[src/rtl/ppt_pkg.sv]
// ============================================================================
// ppt_pkg - shared types and constants of the proximity presence tracker
// Entry and event records, register indexes, reset values and the
// sequencer states used across the tracker modules.
// ============================================================================
`default_nettype none

package ppt_pkg;

    // Table size default and result limit per input word
    localparam int DEF_ENTRIES = 16;
    localparam int MAX_RESULTS = 32;
    localparam int CNT_W       = $clog2(MAX_RESULTS + 1);

    // Field widths
    localparam int NODE_W     = 16;
    localparam int TIME_W     = 32;
    localparam int RSSI_W     = 8;
    localparam int KIND_W     = 2;
    localparam int CFG_IDX_W  = 4;
    localparam int CFG_DATA_W = 32;
    localparam int S_TDATA_W  = NODE_W + RSSI_W + TIME_W;
    localparam int M_TDATA_W  = NODE_W + TIME_W + TIME_W;

    // Register indexes
    localparam logic [CFG_IDX_W-1:0] CFG_RSSI_THR = 4'd0;
    localparam logic [CFG_IDX_W-1:0] CFG_LOST     = 4'd1;
    localparam logic [CFG_IDX_W-1:0] CFG_DWELL    = 4'd2;
    localparam logic [CFG_IDX_W-1:0] CFG_ABSENT   = 4'd3;

    // Register reset values
    localparam logic signed [RSSI_W-1:0] RST_RSSI_THR = -8'sd67;
    localparam logic [TIME_W-1:0]        RST_LOST     = 32'd640;
    localparam logic [TIME_W-1:0]        RST_DWELL    = 32'd3968;
    localparam logic [TIME_W-1:0]        RST_ABSENT   = 32'd3968;

    typedef enum logic [0:0] {
        CMD_SIGHT = 1'b0,
        CMD_SWEEP = 1'b1
    } cmd_t;

    typedef enum logic [KIND_W-1:0] {
        EV_DETECT = 2'd0,
        EV_DWELL  = 2'd1,
        EV_LEAVE  = 2'd2,
        EV_GONE   = 2'd3
    } ev_kind_t;

    typedef struct packed {
        logic [NODE_W-1:0] node;
        logic [TIME_W-1:0] first_time;
        logic [TIME_W-1:0] dwell_start;
        logic [TIME_W-1:0] last_seen;
        logic              phase;
        logic              in_range;
    } entry_t;

    localparam int ENTRY_W = $bits(entry_t);

    typedef struct packed {
        ev_kind_t          kind;
        logic [NODE_W-1:0] node;
        logic [TIME_W-1:0] spent;
    } event_t;

    typedef struct packed {
        logic signed [RSSI_W-1:0] rssi_thr;
        logic [TIME_W-1:0]        lost;
        logic [TIME_W-1:0]        dwell;
        logic [TIME_W-1:0]        absent;
    } cfg_t;

    // Requests from the sequencer to the output stage
    typedef struct packed {
        logic start;
        logic push;
        logic flush;
    } oreq_t;

    typedef enum logic [2:0] {
        ST_IDLE,
        ST_SCAN,
        ST_SIGHT_UPD,
        ST_SW_READ,
        ST_SW_EVAL,
        ST_EMIT,
        ST_FLUSH
    } state_t;

endpackage

`default_nettype wire

[src/rtl/ppt_ram.sv]
// ============================================================================
// ppt_ram - generic single-write, single-read RAM
// One write port and one read port; read data is registered.
// ============================================================================
`default_nettype none

module ppt_ram #(
    parameter int WIDTH = 8,
    parameter int DEPTH = 16
) (
    input  wire logic                     aclk,
    input  wire logic                     we,
    input  wire logic [$clog2(DEPTH)-1:0] waddr,
    input  wire logic [WIDTH-1:0]         wdata,
    input  wire logic [$clog2(DEPTH)-1:0] raddr,
    output      logic [WIDTH-1:0]         rdata
);

    logic [WIDTH-1:0] mem_reg [DEPTH];
    logic [WIDTH-1:0] rdata_reg;

    // Write and registered read
    always_ff @(posedge aclk) begin
        if (we) begin
            mem_reg[waddr] <= wdata;
        end
        rdata_reg <= mem_reg[raddr];
    end

    assign rdata = rdata_reg;

endmodule

`default_nettype wire

[src/rtl/ppt_eval.sv]
// ============================================================================
// ppt_eval - entry update rules
// Given one entry and the operation, works out the rewritten entry, whether
// it stays allocated, and up to two events it raises.
// ============================================================================
`default_nettype none

module ppt_eval (
    input  wire logic                     sweep,
    input  wire ppt_pkg::entry_t          ent,
    input  wire ppt_pkg::cfg_t            cfg,
    input  wire logic [ppt_pkg::TIME_W-1:0] now,
    output      ppt_pkg::entry_t          ent_next,
    output      logic                     keep,
    output      logic                     ev0_v,
    output      ppt_pkg::event_t          ev0,
    output      logic                     ev1_v,
    output      ppt_pkg::event_t          ev1
);

    logic [ppt_pkg::TIME_W-1:0] latency;
    logic [ppt_pkg::TIME_W-1:0] age;
    logic [ppt_pkg::TIME_W-1:0] spent;

    // Elapsed times, modulo 2^32
    assign latency = now - ent.last_seen;
    assign age     = now - ent.first_time;
    assign spent   = now - ent.dwell_start;

    always_comb begin
        ent_next = ent;
        keep     = 1'b1;
        ev0_v    = 1'b0;
        ev1_v    = 1'b0;
        ev0      = '{kind: ppt_pkg::EV_DETECT, node: ent.node, spent: '0};
        ev1      = '{kind: ppt_pkg::EV_DWELL, node: ent.node, spent: '0};
        if (!sweep) begin
            // Sighting: refresh, report entry into range, then dwell
            ent_next.last_seen = now;
            if (!ent.in_range) begin
                ev0_v             = 1'b1;
                ent_next.in_range = 1'b1;
            end
            if (ent.phase) begin
                ent_next.first_time = now;
            end else if (age >= cfg.dwell) begin
                ev1_v                = 1'b1;
                ent_next.phase       = 1'b1;
                ent_next.first_time  = now;
                ent_next.dwell_start = now;
            end
        end else begin
            // Sweep: free lost phase-zero entries, report leave and gone
            if (!ent.phase) begin
                if (latency >= cfg.lost) begin
                    keep = 1'b0;
                end
            end else begin
                if (latency >= cfg.lost && ent.in_range) begin
                    ev0_v             = 1'b1;
                    ev0.kind          = ppt_pkg::EV_LEAVE;
                    ent_next.in_range = 1'b0;
                end
                if (age >= cfg.absent) begin
                    ev1_v     = 1'b1;
                    ev1.kind  = ppt_pkg::EV_GONE;
                    ev1.spent = spent;
                    keep      = 1'b0;
                end
            end
        end
    end

endmodule

`default_nettype wire

[src/rtl/ppt_out.sv]
// ============================================================================
// ppt_out - event output stage
// Holds the newest event back one step so the final event of an input word
// can be marked, caps the count per word, and drives the result channel
// from an output register.
// ============================================================================
`default_nettype none

module ppt_out (
    input  wire logic                        aclk,
    input  wire logic                        aresetn,
    input  wire ppt_pkg::oreq_t              req,
    input  wire ppt_pkg::event_t             ev,
    input  wire logic [ppt_pkg::TIME_W-1:0]  now,
    output      logic                        done,
    output      logic                        m_tvalid,
    input  wire logic                        m_tready,
    // m_tdata: reported_node [15:0], event_time [47:16], time_spent [79:48]
    output      logic [ppt_pkg::M_TDATA_W-1:0] m_tdata,
    // m_tuser: event_kind [1:0]
    output      logic [ppt_pkg::KIND_W-1:0]  m_tuser,
    output      logic                        m_tlast
);

    logic                         m_valid_reg;
    ppt_pkg::event_t              out_ev_reg;
    logic [ppt_pkg::TIME_W-1:0]   out_time_reg;
    logic                         out_last_reg;
    logic                         pend_v_reg;
    ppt_pkg::event_t              pend_reg;
    logic [ppt_pkg::CNT_W-1:0]    cnt_reg;

    logic out_free;
    logic load_out;
    logic out_last;
    logic pend_load;
    logic pend_clear;
    logic cnt_inc;

    assign out_free = !m_valid_reg || m_tready;

    // Decide push and flush moves
    always_comb begin
        done       = 1'b0;
        load_out   = 1'b0;
        out_last   = 1'b0;
        pend_load  = 1'b0;
        pend_clear = 1'b0;
        cnt_inc    = 1'b0;
        if (req.push) begin
            if (cnt_reg >= ppt_pkg::CNT_W'(ppt_pkg::MAX_RESULTS)) begin
                done = 1'b1;
            end else if (!pend_v_reg) begin
                pend_load = 1'b1;
                cnt_inc   = 1'b1;
                done      = 1'b1;
            end else if (out_free) begin
                load_out  = 1'b1;
                pend_load = 1'b1;
                cnt_inc   = 1'b1;
                done      = 1'b1;
            end
        end else if (req.flush) begin
            if (!pend_v_reg) begin
                done = 1'b1;
            end else if (out_free) begin
                load_out   = 1'b1;
                out_last   = 1'b1;
                pend_clear = 1'b1;
                done       = 1'b1;
            end
        end
    end

    // Control state
    always_ff @(posedge aclk) begin
        if (!aresetn) begin
            m_valid_reg <= 1'b0;
            pend_v_reg  <= 1'b0;
            cnt_reg     <= '0;
        end else begin
            if (load_out) begin
                m_valid_reg <= 1'b1;
            end else if (m_tready) begin
                m_valid_reg <= 1'b0;
            end
            if (pend_load) begin
                pend_v_reg <= 1'b1;
            end else if (pend_clear) begin
                pend_v_reg <= 1'b0;
            end
            if (req.start) begin
                cnt_reg <= '0;
            end else if (cnt_inc) begin
                cnt_reg <= cnt_reg + 1'b1;
            end
        end
    end

    // Payload
    always_ff @(posedge aclk) begin
        if (load_out) begin
            out_ev_reg   <= pend_reg;
            out_time_reg <= now;
            out_last_reg <= out_last;
        end
        if (pend_load) begin
            pend_reg <= ev;
        end
    end

    assign m_tvalid = m_valid_reg;
    assign m_tdata  = {out_ev_reg.spent, out_time_reg, out_ev_reg.node};
    assign m_tuser  = out_ev_reg.kind;
    assign m_tlast  = out_last_reg;

endmodule

`default_nettype wire

[src/rtl/proximity_presence_tracker.sv]
// ============================================================================
// proximity_presence_tracker - neighbor presence tracking from sightings
// Keeps a table of neighbor entries in one RAM and reports detect, dwell,
// leave and gone events on the result stream.
// ============================================================================
// One input word is handled at a time; the entry RAM, with its single read
// port, sets the pace. A sighting scans all ENTRIES entries to find the node
// or the lowest free entry, then rewrites one entry. A sweep reads each entry
// in turn and updates and writes back each occupied one. A stalled result
// channel adds its stall. Entry allocation is tracked by one valid flip-flop
// per entry, so the table is empty right after reset with no clearing pass.
// The configuration port is always ready; write registers only while no word
// is in progress. Each result word carries tlast on the final event caused by
// its input word; at most 32 events are reported per input word.
`default_nettype none

module proximity_presence_tracker #(
    parameter int ENTRIES = ppt_pkg::DEF_ENTRIES
) (
    input  wire logic                            aclk,
    input  wire logic                            aresetn,
    // Input stream
    input  wire logic                            s_tvalid,
    output      logic                            s_tready,
    // s_tdata: node_id [15:0], rssi [23:16], timestamp [55:24]
    input  wire logic [ppt_pkg::S_TDATA_W-1:0]   s_tdata,
    // s_tuser: command [0]
    input  wire logic [0:0]                      s_tuser,
    // Result stream
    output      logic                            m_tvalid,
    input  wire logic                            m_tready,
    // m_tdata: reported_node [15:0], event_time [47:16], time_spent [79:48]
    output      logic [ppt_pkg::M_TDATA_W-1:0]   m_tdata,
    // m_tuser: event_kind [1:0]
    output      logic [ppt_pkg::KIND_W-1:0]      m_tuser,
    output      logic                            m_tlast,
    // Register writes
    input  wire logic                            cfg_valid,
    output      logic                            cfg_ready,
    input  wire logic [ppt_pkg::CFG_IDX_W-1:0]   cfg_index,
    input  wire logic [ppt_pkg::CFG_DATA_W-1:0]  cfg_data
);

    localparam int IDX_W = $clog2(ENTRIES);
    localparam int RC_W  = IDX_W + 1;

    // Registers
    ppt_pkg::state_t              state_reg,   state_next;
    ppt_pkg::cmd_t                cmd_reg,     cmd_next;
    logic [ppt_pkg::NODE_W-1:0]   node_reg,    node_next;
    logic [ppt_pkg::TIME_W-1:0]   now_reg,     now_next;
    logic [RC_W-1:0]              rd_cnt_reg,  rd_cnt_next;
    logic                         cmp_v_reg,   cmp_v_next;
    logic [IDX_W-1:0]             cmp_idx_reg, cmp_idx_next;
    logic                         match_reg,   match_next;
    logic                         free_v_reg,  free_v_next;
    logic [IDX_W-1:0]             slot_reg,    slot_next;
    ppt_pkg::entry_t              hit_ent_reg, hit_ent_next;
    logic [ENTRIES-1:0]           valid_reg,   valid_next;
    logic                         ev0_v_reg,   ev0_v_next;
    ppt_pkg::event_t              ev0_reg,     ev0_next;
    logic                         ev1_v_reg,   ev1_v_next;
    ppt_pkg::event_t              ev1_reg,     ev1_next;
    ppt_pkg::cfg_t                cfg_reg,     cfg_next;

    // RAM port signals
    logic                         ram_we;
    logic [IDX_W-1:0]             ram_waddr;
    logic [ppt_pkg::ENTRY_W-1:0]  ram_wdata;
    logic [IDX_W-1:0]             ram_raddr;
    logic [ppt_pkg::ENTRY_W-1:0]  ram_rdata;

    // Evaluation and output stage signals
    logic [IDX_W-1:0]             rd_idx;
    ppt_pkg::entry_t              scan_ent;
    ppt_pkg::entry_t              sw_ent;
    ppt_pkg::entry_t              sight_ent;
    ppt_pkg::entry_t              eval_ent;
    ppt_pkg::entry_t              eval_next;
    logic                         eval_keep;
    logic                         eval_ev0_v;
    ppt_pkg::event_t              eval_ev0;
    logic                         eval_ev1_v;
    ppt_pkg::event_t              eval_ev1;
    ppt_pkg::oreq_t               oreq;
    ppt_pkg::event_t              oev;
    logic                         odone;
    logic                         sw_last;
    logic                         sight_ok;

    // Entry RAM
    ppt_ram #(
        .WIDTH (ppt_pkg::ENTRY_W),
        .DEPTH (ENTRIES)
    ) u_ram (
        .aclk  (aclk),
        .we    (ram_we),
        .waddr (ram_waddr),
        .wdata (ram_wdata),
        .raddr (ram_raddr),
        .rdata (ram_rdata)
    );

    // Free entries read as all zero
    assign rd_idx   = rd_cnt_reg[IDX_W-1:0];
    assign scan_ent = valid_reg[cmp_idx_reg] ? ppt_pkg::entry_t'(ram_rdata) : '0;
    assign sw_ent   = valid_reg[rd_idx] ? ppt_pkg::entry_t'(ram_rdata) : '0;

    // Sighting target: the matched entry, or a fresh one in the free slot
    always_comb begin
        sight_ent = '0;
        if (match_reg) begin
            sight_ent = hit_ent_reg;
        end else begin
            sight_ent.node       = node_reg;
            sight_ent.first_time = now_reg;
        end
    end

    assign eval_ent = (state_reg == ppt_pkg::ST_SIGHT_UPD) ? sight_ent : sw_ent;

    ppt_eval u_eval (
        .sweep    (cmd_reg == ppt_pkg::CMD_SWEEP),
        .ent      (eval_ent),
        .cfg      (cfg_reg),
        .now      (now_reg),
        .ent_next (eval_next),
        .keep     (eval_keep),
        .ev0_v    (eval_ev0_v),
        .ev0      (eval_ev0),
        .ev1_v    (eval_ev1_v),
        .ev1      (eval_ev1)
    );

    ppt_out u_out (
        .aclk     (aclk),
        .aresetn  (aresetn),
        .req      (oreq),
        .ev       (oev),
        .now      (now_reg),
        .done     (odone),
        .m_tvalid (m_tvalid),
        .m_tready (m_tready),
        .m_tdata  (m_tdata),
        .m_tuser  (m_tuser),
        .m_tlast  (m_tlast)
    );

    assign s_tready = (state_reg == ppt_pkg::ST_IDLE);
    assign sw_last  = (rd_cnt_reg == RC_W'(ENTRIES - 1));
    assign sight_ok = (s_tdata[15:0] != '0) &&
                      ($signed(s_tdata[23:16]) >= $signed(cfg_reg.rssi_thr));
    assign oev      = ev0_v_reg ? ev0_reg : ev1_reg;

    // Sequencer: next state and datapath controls
    always_comb begin
        state_next   = state_reg;
        cmd_next     = cmd_reg;
        node_next    = node_reg;
        now_next     = now_reg;
        rd_cnt_next  = rd_cnt_reg;
        cmp_v_next   = 1'b0;
        cmp_idx_next = cmp_idx_reg;
        match_next   = match_reg;
        free_v_next  = free_v_reg;
        slot_next    = slot_reg;
        hit_ent_next = hit_ent_reg;
        valid_next   = valid_reg;
        ev0_v_next   = ev0_v_reg;
        ev0_next     = ev0_reg;
        ev1_v_next   = ev1_v_reg;
        ev1_next     = ev1_reg;
        ram_we       = 1'b0;
        ram_waddr    = rd_idx;
        ram_wdata    = eval_next;
        ram_raddr    = rd_idx;
        oreq         = '0;

        case (state_reg)
            ppt_pkg::ST_IDLE: begin
                if (s_tvalid) begin
                    cmd_next    = ppt_pkg::cmd_t'(s_tuser[0]);
                    node_next   = s_tdata[15:0];
                    now_next    = s_tdata[55:24];
                    rd_cnt_next = '0;
                    match_next  = 1'b0;
                    free_v_next = 1'b0;
                    oreq.start  = 1'b1;
                    if (s_tuser[0] == ppt_pkg::CMD_SWEEP) begin
                        state_next = ppt_pkg::ST_SW_READ;
                    end else if (sight_ok) begin
                        state_next = ppt_pkg::ST_SCAN;
                    end
                end
            end

            ppt_pkg::ST_SCAN: begin
                // Issue one read a cycle, compare the word read last cycle
                if (rd_cnt_reg < RC_W'(ENTRIES)) begin
                    rd_cnt_next  = rd_cnt_reg + 1'b1;
                    cmp_v_next   = 1'b1;
                    cmp_idx_next = rd_idx;
                end
                if (cmp_v_reg) begin
                    if (valid_reg[cmp_idx_reg] && scan_ent.node == node_reg) begin
                        match_next   = 1'b1;
                        slot_next    = cmp_idx_reg;
                        hit_ent_next = scan_ent;
                    end else if (!valid_reg[cmp_idx_reg] && !free_v_reg && !match_reg) begin
                        free_v_next = 1'b1;
                        slot_next   = cmp_idx_reg;
                    end
                    if (cmp_idx_reg == IDX_W'(ENTRIES - 1)) begin
                        state_next = ppt_pkg::ST_SIGHT_UPD;
                    end
                end
            end

            ppt_pkg::ST_SIGHT_UPD: begin
                if (match_reg || free_v_reg) begin
                    ram_we                = 1'b1;
                    ram_waddr             = slot_reg;
                    valid_next[slot_reg]  = 1'b1;
                    ev0_v_next            = eval_ev0_v;
                    ev0_next              = eval_ev0;
                    ev1_v_next            = eval_ev1_v;
                    ev1_next              = eval_ev1;
                    state_next            = ppt_pkg::ST_EMIT;
                end else begin
                    // Full table: drop the sighting
                    state_next = ppt_pkg::ST_FLUSH;
                end
            end

            ppt_pkg::ST_SW_READ: begin
                state_next = ppt_pkg::ST_SW_EVAL;
            end

            ppt_pkg::ST_SW_EVAL: begin
                if (valid_reg[rd_idx]) begin
                    if (eval_keep) begin
                        ram_we = 1'b1;
                    end else begin
                        valid_next[rd_idx] = 1'b0;
                    end
                    ev0_v_next = eval_ev0_v;
                    ev0_next   = eval_ev0;
                    ev1_v_next = eval_ev1_v;
                    ev1_next   = eval_ev1;
                    state_next = ppt_pkg::ST_EMIT;
                end else begin
                    rd_cnt_next = rd_cnt_reg + 1'b1;
                    state_next  = sw_last ? ppt_pkg::ST_FLUSH : ppt_pkg::ST_SW_READ;
                end
            end

            ppt_pkg::ST_EMIT: begin
                // Hand events to the output stage in order
                if (ev0_v_reg || ev1_v_reg) begin
                    oreq.push = 1'b1;
                    if (odone) begin
                        if (ev0_v_reg) begin
                            ev0_v_next = 1'b0;
                        end else begin
                            ev1_v_next = 1'b0;
                        end
                    end
                end else if (cmd_reg == ppt_pkg::CMD_SWEEP) begin
                    rd_cnt_next = rd_cnt_reg + 1'b1;
                    state_next  = sw_last ? ppt_pkg::ST_FLUSH : ppt_pkg::ST_SW_READ;
                end else begin
                    state_next = ppt_pkg::ST_FLUSH;
                end
            end

            ppt_pkg::ST_FLUSH: begin
                // Release the held event marked as last
                oreq.flush = 1'b1;
                if (odone) begin
                    state_next = ppt_pkg::ST_IDLE;
                end
            end

            default: begin
                state_next = ppt_pkg::ST_IDLE;
            end
        endcase
    end

    // Register writes
    assign cfg_ready = 1'b1;

    always_comb begin
        cfg_next = cfg_reg;
        if (cfg_valid) begin
            case (cfg_index)
                ppt_pkg::CFG_RSSI_THR: cfg_next.rssi_thr = cfg_data[7:0];
                ppt_pkg::CFG_LOST:     cfg_next.lost     = cfg_data;
                ppt_pkg::CFG_DWELL:    cfg_next.dwell    = cfg_data;
                ppt_pkg::CFG_ABSENT:   cfg_next.absent   = cfg_data;
                default: begin
                end
            endcase
        end
    end

    // Control state
    always_ff @(posedge aclk) begin
        if (!aresetn) begin
            state_reg <= ppt_pkg::ST_IDLE;
            cmp_v_reg <= 1'b0;
            valid_reg <= '0;
            ev0_v_reg <= 1'b0;
            ev1_v_reg <= 1'b0;
            match_reg <= 1'b0;
            free_v_reg <= 1'b0;
            cfg_reg   <= '{rssi_thr: ppt_pkg::RST_RSSI_THR,
                           lost:     ppt_pkg::RST_LOST,
                           dwell:    ppt_pkg::RST_DWELL,
                           absent:   ppt_pkg::RST_ABSENT};
        end else begin
            state_reg  <= state_next;
            cmp_v_reg  <= cmp_v_next;
            valid_reg  <= valid_next;
            ev0_v_reg  <= ev0_v_next;
            ev1_v_reg  <= ev1_v_next;
            match_reg  <= match_next;
            free_v_reg <= free_v_next;
            cfg_reg    <= cfg_next;
        end
    end

    // Working registers
    always_ff @(posedge aclk) begin
        cmd_reg     <= cmd_next;
        node_reg    <= node_next;
        now_reg     <= now_next;
        rd_cnt_reg  <= rd_cnt_next;
        cmp_idx_reg <= cmp_idx_next;
        slot_reg    <= slot_next;
        hit_ent_reg <= hit_ent_next;
        ev0_reg     <= ev0_next;
        ev1_reg     <= ev1_next;
    end

endmodule

`default_nettype wire

[config.mk]
export PLATFORM = sky130hd
export DESIGN_NAME = proximity_presence_tracker
export DESIGN_NICKNAME = d
export VERILOG_FILES = /design/src/rtl/ppt_pkg.sv /design/src/rtl/ppt_ram.sv /design/src/rtl/ppt_eval.sv /design/src/rtl/ppt_out.sv /design/src/rtl/proximity_presence_tracker.sv
export SDC_FILE = /design/constraint.sdc
export NUM_CORES = 2
export LEC_CHECK = 0
export BUFFER_PORTS_ARGS = -buffer_cell sky130_fd_sc_hd__buf_2
export CORE_MARGIN = 3
export CORE_UTILIZATION = 27
export DETAILED_ROUTE_END_ITERATION = 16
export HOLD_SLACK_MARGIN = 0.05
export SYNTH_ARGS = -nofsm -noshare
export SYNTH_HDL_FRONTEND = slang
export SYNTH_SLANG_ARGS = --single-unit
[constraint.sdc]
create_clock -name aclk -period 27.7 [get_ports aclk]
set_input_delay 5.54 -clock aclk [delete_from_list [all_inputs] [get_ports aclk]]
set_output_delay 5.54 -clock aclk [all_outputs]
set_load 0.02 [all_outputs]
==> impl_metrics.json <==
{
  "synthCells": 5490,
  "synth_edf_count": 2183,
  "period_minus_slack_ns": 11.99,
  "crit_slowest_cell": "nor2_4",
  "worstRegToRegCells": 30,
  "die_y_um": 612,
  "cp.required_ns": 28.15,
  "synth_area_per_cell_um2": 18.1,
  "cts.sinks": 2433,
  "r2r-start": "rd_cnt_reg[0]",
  "core-area_um2": 364000,
  "synth_top_area_frac": 0.661,
  "post_cts_buffers": 0,
  "path_class": "flop to flop",
  "status": "finished, violations left",
  "endpoint_kind": "flop",
  "ys.flop_type": "edfxtp_1",
  "totalWireLength_um": 278000,
  "ys_types": 96,
  "htreeDepth": 5,
  "utilization": 0.317,
  "slowest_delay_ns": 1.00,
  "num_rows": 221,
  "cp.arrival_ns": 12.45,
  "syn_nets": 5783,
  "max_freq_mhz": 83.4,
  "drv_cap": 0,
  "ys.warnings.count": 0,
  "cts_buffer_depth": 4,
  "drt-initial-drc-count": 5471,
  "worst_clock_skew_ns": 0.0918,
  "hold_viol": 0,
  "grt_pass1_wl_um": 397000,
  "layout.nets": 6120,
  "grt_max_degree": 146,
  "synth_area_leaders": "edfxtp_1, mux4_2, dfxtp_1, ha_1, mux2i_1",
  "die_w_um": 612,
  "peakVddDrop_v": 0.0000789,
  "reg2reg_setup_slack_ns": 15.71,
  "die-area_um2": 375000,
  "period_share": 0.433,
  "ant_nets": 0,
  "cts_hold_buf": 0,
  "cts_buffers": 272,
  "worstHoldPathType": "flop to flop",
  "hpwl_um": 171000,
  "grtUsageTotal": 0.144,
  "synth-seq-area-share": 0.711,
  "wire_per_inst_um": 25.6,
  "max-slew-margin-rel": -0.163,
  "yosys.area.top_type": "edfxtp_1",
  "report.final.setup_viol": 0,
  "fin_ws_ns": 15.71,
  "place_ws_ns": 15.71,
  "synthToLayoutAreaGrowth_pct": 16.4,
  "slew_viol_final": 65,
  "drive_gt1_frac": 0.232,
  "ioPinCount": 184,
  "clk_pin_slew_ns": 0.06,
  "min_path_cells": 0,
  "total_power_w": 0.0126,
  "clk_latency_ns": 0.92,
  "rsz0062_at_grt": "false",
  "drc": 0,
  "syn_area_um2": 99200,
  "worstSetupStartpointType": "flop",
  "cts-resized-gates": 0,
  "finalInstanceArea_um2": 115000,
  "postPlaceCellArea_um2": 107000,
  "leakagePower_nw": 37.3,
  "largest_reg_flops": 1824,
  "gp_congestion": 0.905,
  "timing.rr.end": "u_ram.mem_reg[8][49]",
  "clockRootBuffer": "clkbuf_16",
  "vias": 53500,
  "ys_ff_latch": 2433,
  "setup_tns_ns": 0,
  "antenna_found_initial": 13,
  "power_density_nw_per_um2": 109,
  "cts_tree": "yes",
  "first_global_vias": 54607,
  "firstDrtPassIters": 8,
  "cp_max_fo": 104,
  "tightest_slew_ns": 1.74,
  "port_buffers": 182,
  "start_util": 0.272,
  "overflow": 0,
  "holdCritStartpoint": "ev0_reg[36]",
  "ys_async_sr_fraction": 0,
  "vias_per_cell": 4.93,
  "whs_endpoint": "u_out.pend_reg[36]",
  "violations": "max-slew violations"
}
-- where the power goes --
group	internal [W]	switching [W]
combinational	0.00159	0.00255
sequential	0.00474	0.000135
clock	0.00207	0.00149
-- routing by layer --
layer,global-route usage,vias up,part of all wire
met5,0,-,0
met3,0.0196,454,0.058
met2,0.250,1956,0.51
li1,-,22706,-
met1,0.181,28384,0.39
met4,0.0590,0,0.043
-- how the worst max path moves through the flow --
stage,to,slack [ns],depth (start not counted),start
after floorplan,u_ram.mem_reg[4][0],16.38,30,rd_cnt_reg[0]
after global placement,u_ram.mem_reg[8][56],15.78,30,rd_cnt_reg[0]
after detailed placement,u_ram.mem_reg[8][88],15.71,30,rd_cnt_reg[0]
after CTS,u_ram.mem_reg[8][86],15.61,30,rd_cnt_reg[0]
after global routing,u_ram.mem_reg[8][49],14.92,31,rd_cnt_reg[0]
final,u_ram.mem_reg[8][49],15.71,30,rd_cnt_reg[0]
-- metrics by stage --
step                hold slack (ns)  instances
finish                        0.412      10844
global route                  0.417      10842
CTS                           0.402      10837
detailed placement            0.405      10345
global placement              0.409      10345
floorplan                     0.400       5490
-- placed cells by master (no fill, tap or decap), types with 22 or more instances in the layout --
| cell type | n |
|---|---|
| clkinv_2 | 45 |
| nor3_1 | 41 |
| nand2b_1 | 22 |
| nor2_1 | 175 |
| a22oi_1 | 73 |
| nand2_1 | 275 |
| buf_2 | 181 |
| mux2i_1 | 97 |
| mux4_2 | 576 |
| a21boi_0 | 86 |
| dfxtp_1 | 248 |
| o21ai_0 | 65 |
| a31oi_1 | 63 |
| nand4_1 | 41 |
| nand3_1 | 58 |
| a21oi_1 | 145 |
| o211ai_1 | 26 |
| clkbuf_16 | 273 |
| xnor2_1 | 66 |
| clkbuf_1 | 54 |
| a21o_1 | 101 |
| xor2_1 | 44 |
| nor2b_1 | 60 |
| ha_1 | 194 |
| and2_1 | 119 |
| clkinv_1 | 28 |
| edfxtp_1 | 2183 |
| inv_1 | 174 |
| buf_4 | 140 |
-- critical path: cells and delay by family (launching register included) --
kind	cells	cell delay, ns
adders and majority gates	2	0.58
and+or+nand+nor	5	2.16
xor gates and xnor gates	1	0.27
muxes	2	1.00
AOI/OAI and AO/OA	15	3.20
buffers and inverters	5	3.53
DFF	1	0.39
-- cells in the mapped netlist (64+ instances only) --
| cell type | n |
|---|---|
| edfxtp_1 | 2183 |
| mux4_2 | 577 |
| nand2_1 | 278 |
| dfxtp_1 | 250 |
| clkbuf_1 | 207 |
| ha_1 | 194 |
| nor2_1 | 193 |
| inv_1 | 176 |
| a21oi_1 | 146 |
| and2_1 | 120 |
| mux2i_1 | 112 |
| a21o_1 | 101 |
| a21boi_0 | 86 |
| o21ai_0 | 75 |
| a22oi_1 | 73 |
| xnor2_1 | 66 |
| a31oi_1 | 64 |
-- logic make-up after synthesis --
| logic type | count (synthesis) | share of synthesized area |
|---|---|---|
| buffers and inverters | 445 | 0.0170 |
| adders and majority gates | 202 | 0.0254 |
| other | 1 | 0.0000378 |
| DFF | 2433 | 0.711 |
| muxes | 695 | 0.143 |
| xor gates and xnor gates | 110 | 0.00971 |
| AOI/OAI and AO/OA | 706 | 0.0490 |
| and+or+nand+nor | 898 | 0.0444 |
-- area by class of cell --
type / instances / area (um2)
clock inverter: 148 / 1580
tap: 4794 / 6000
timing repair buffer: 331 / 2160
sequential: 2433 / 70600
inverter: 177 / 668
clock buffer: 344 / 7260
multi-input combinational: 2612 / 27200
fill: 34748 / 249000
antenna: 5 / 12.5
Power figures use the tool's default switching activity.
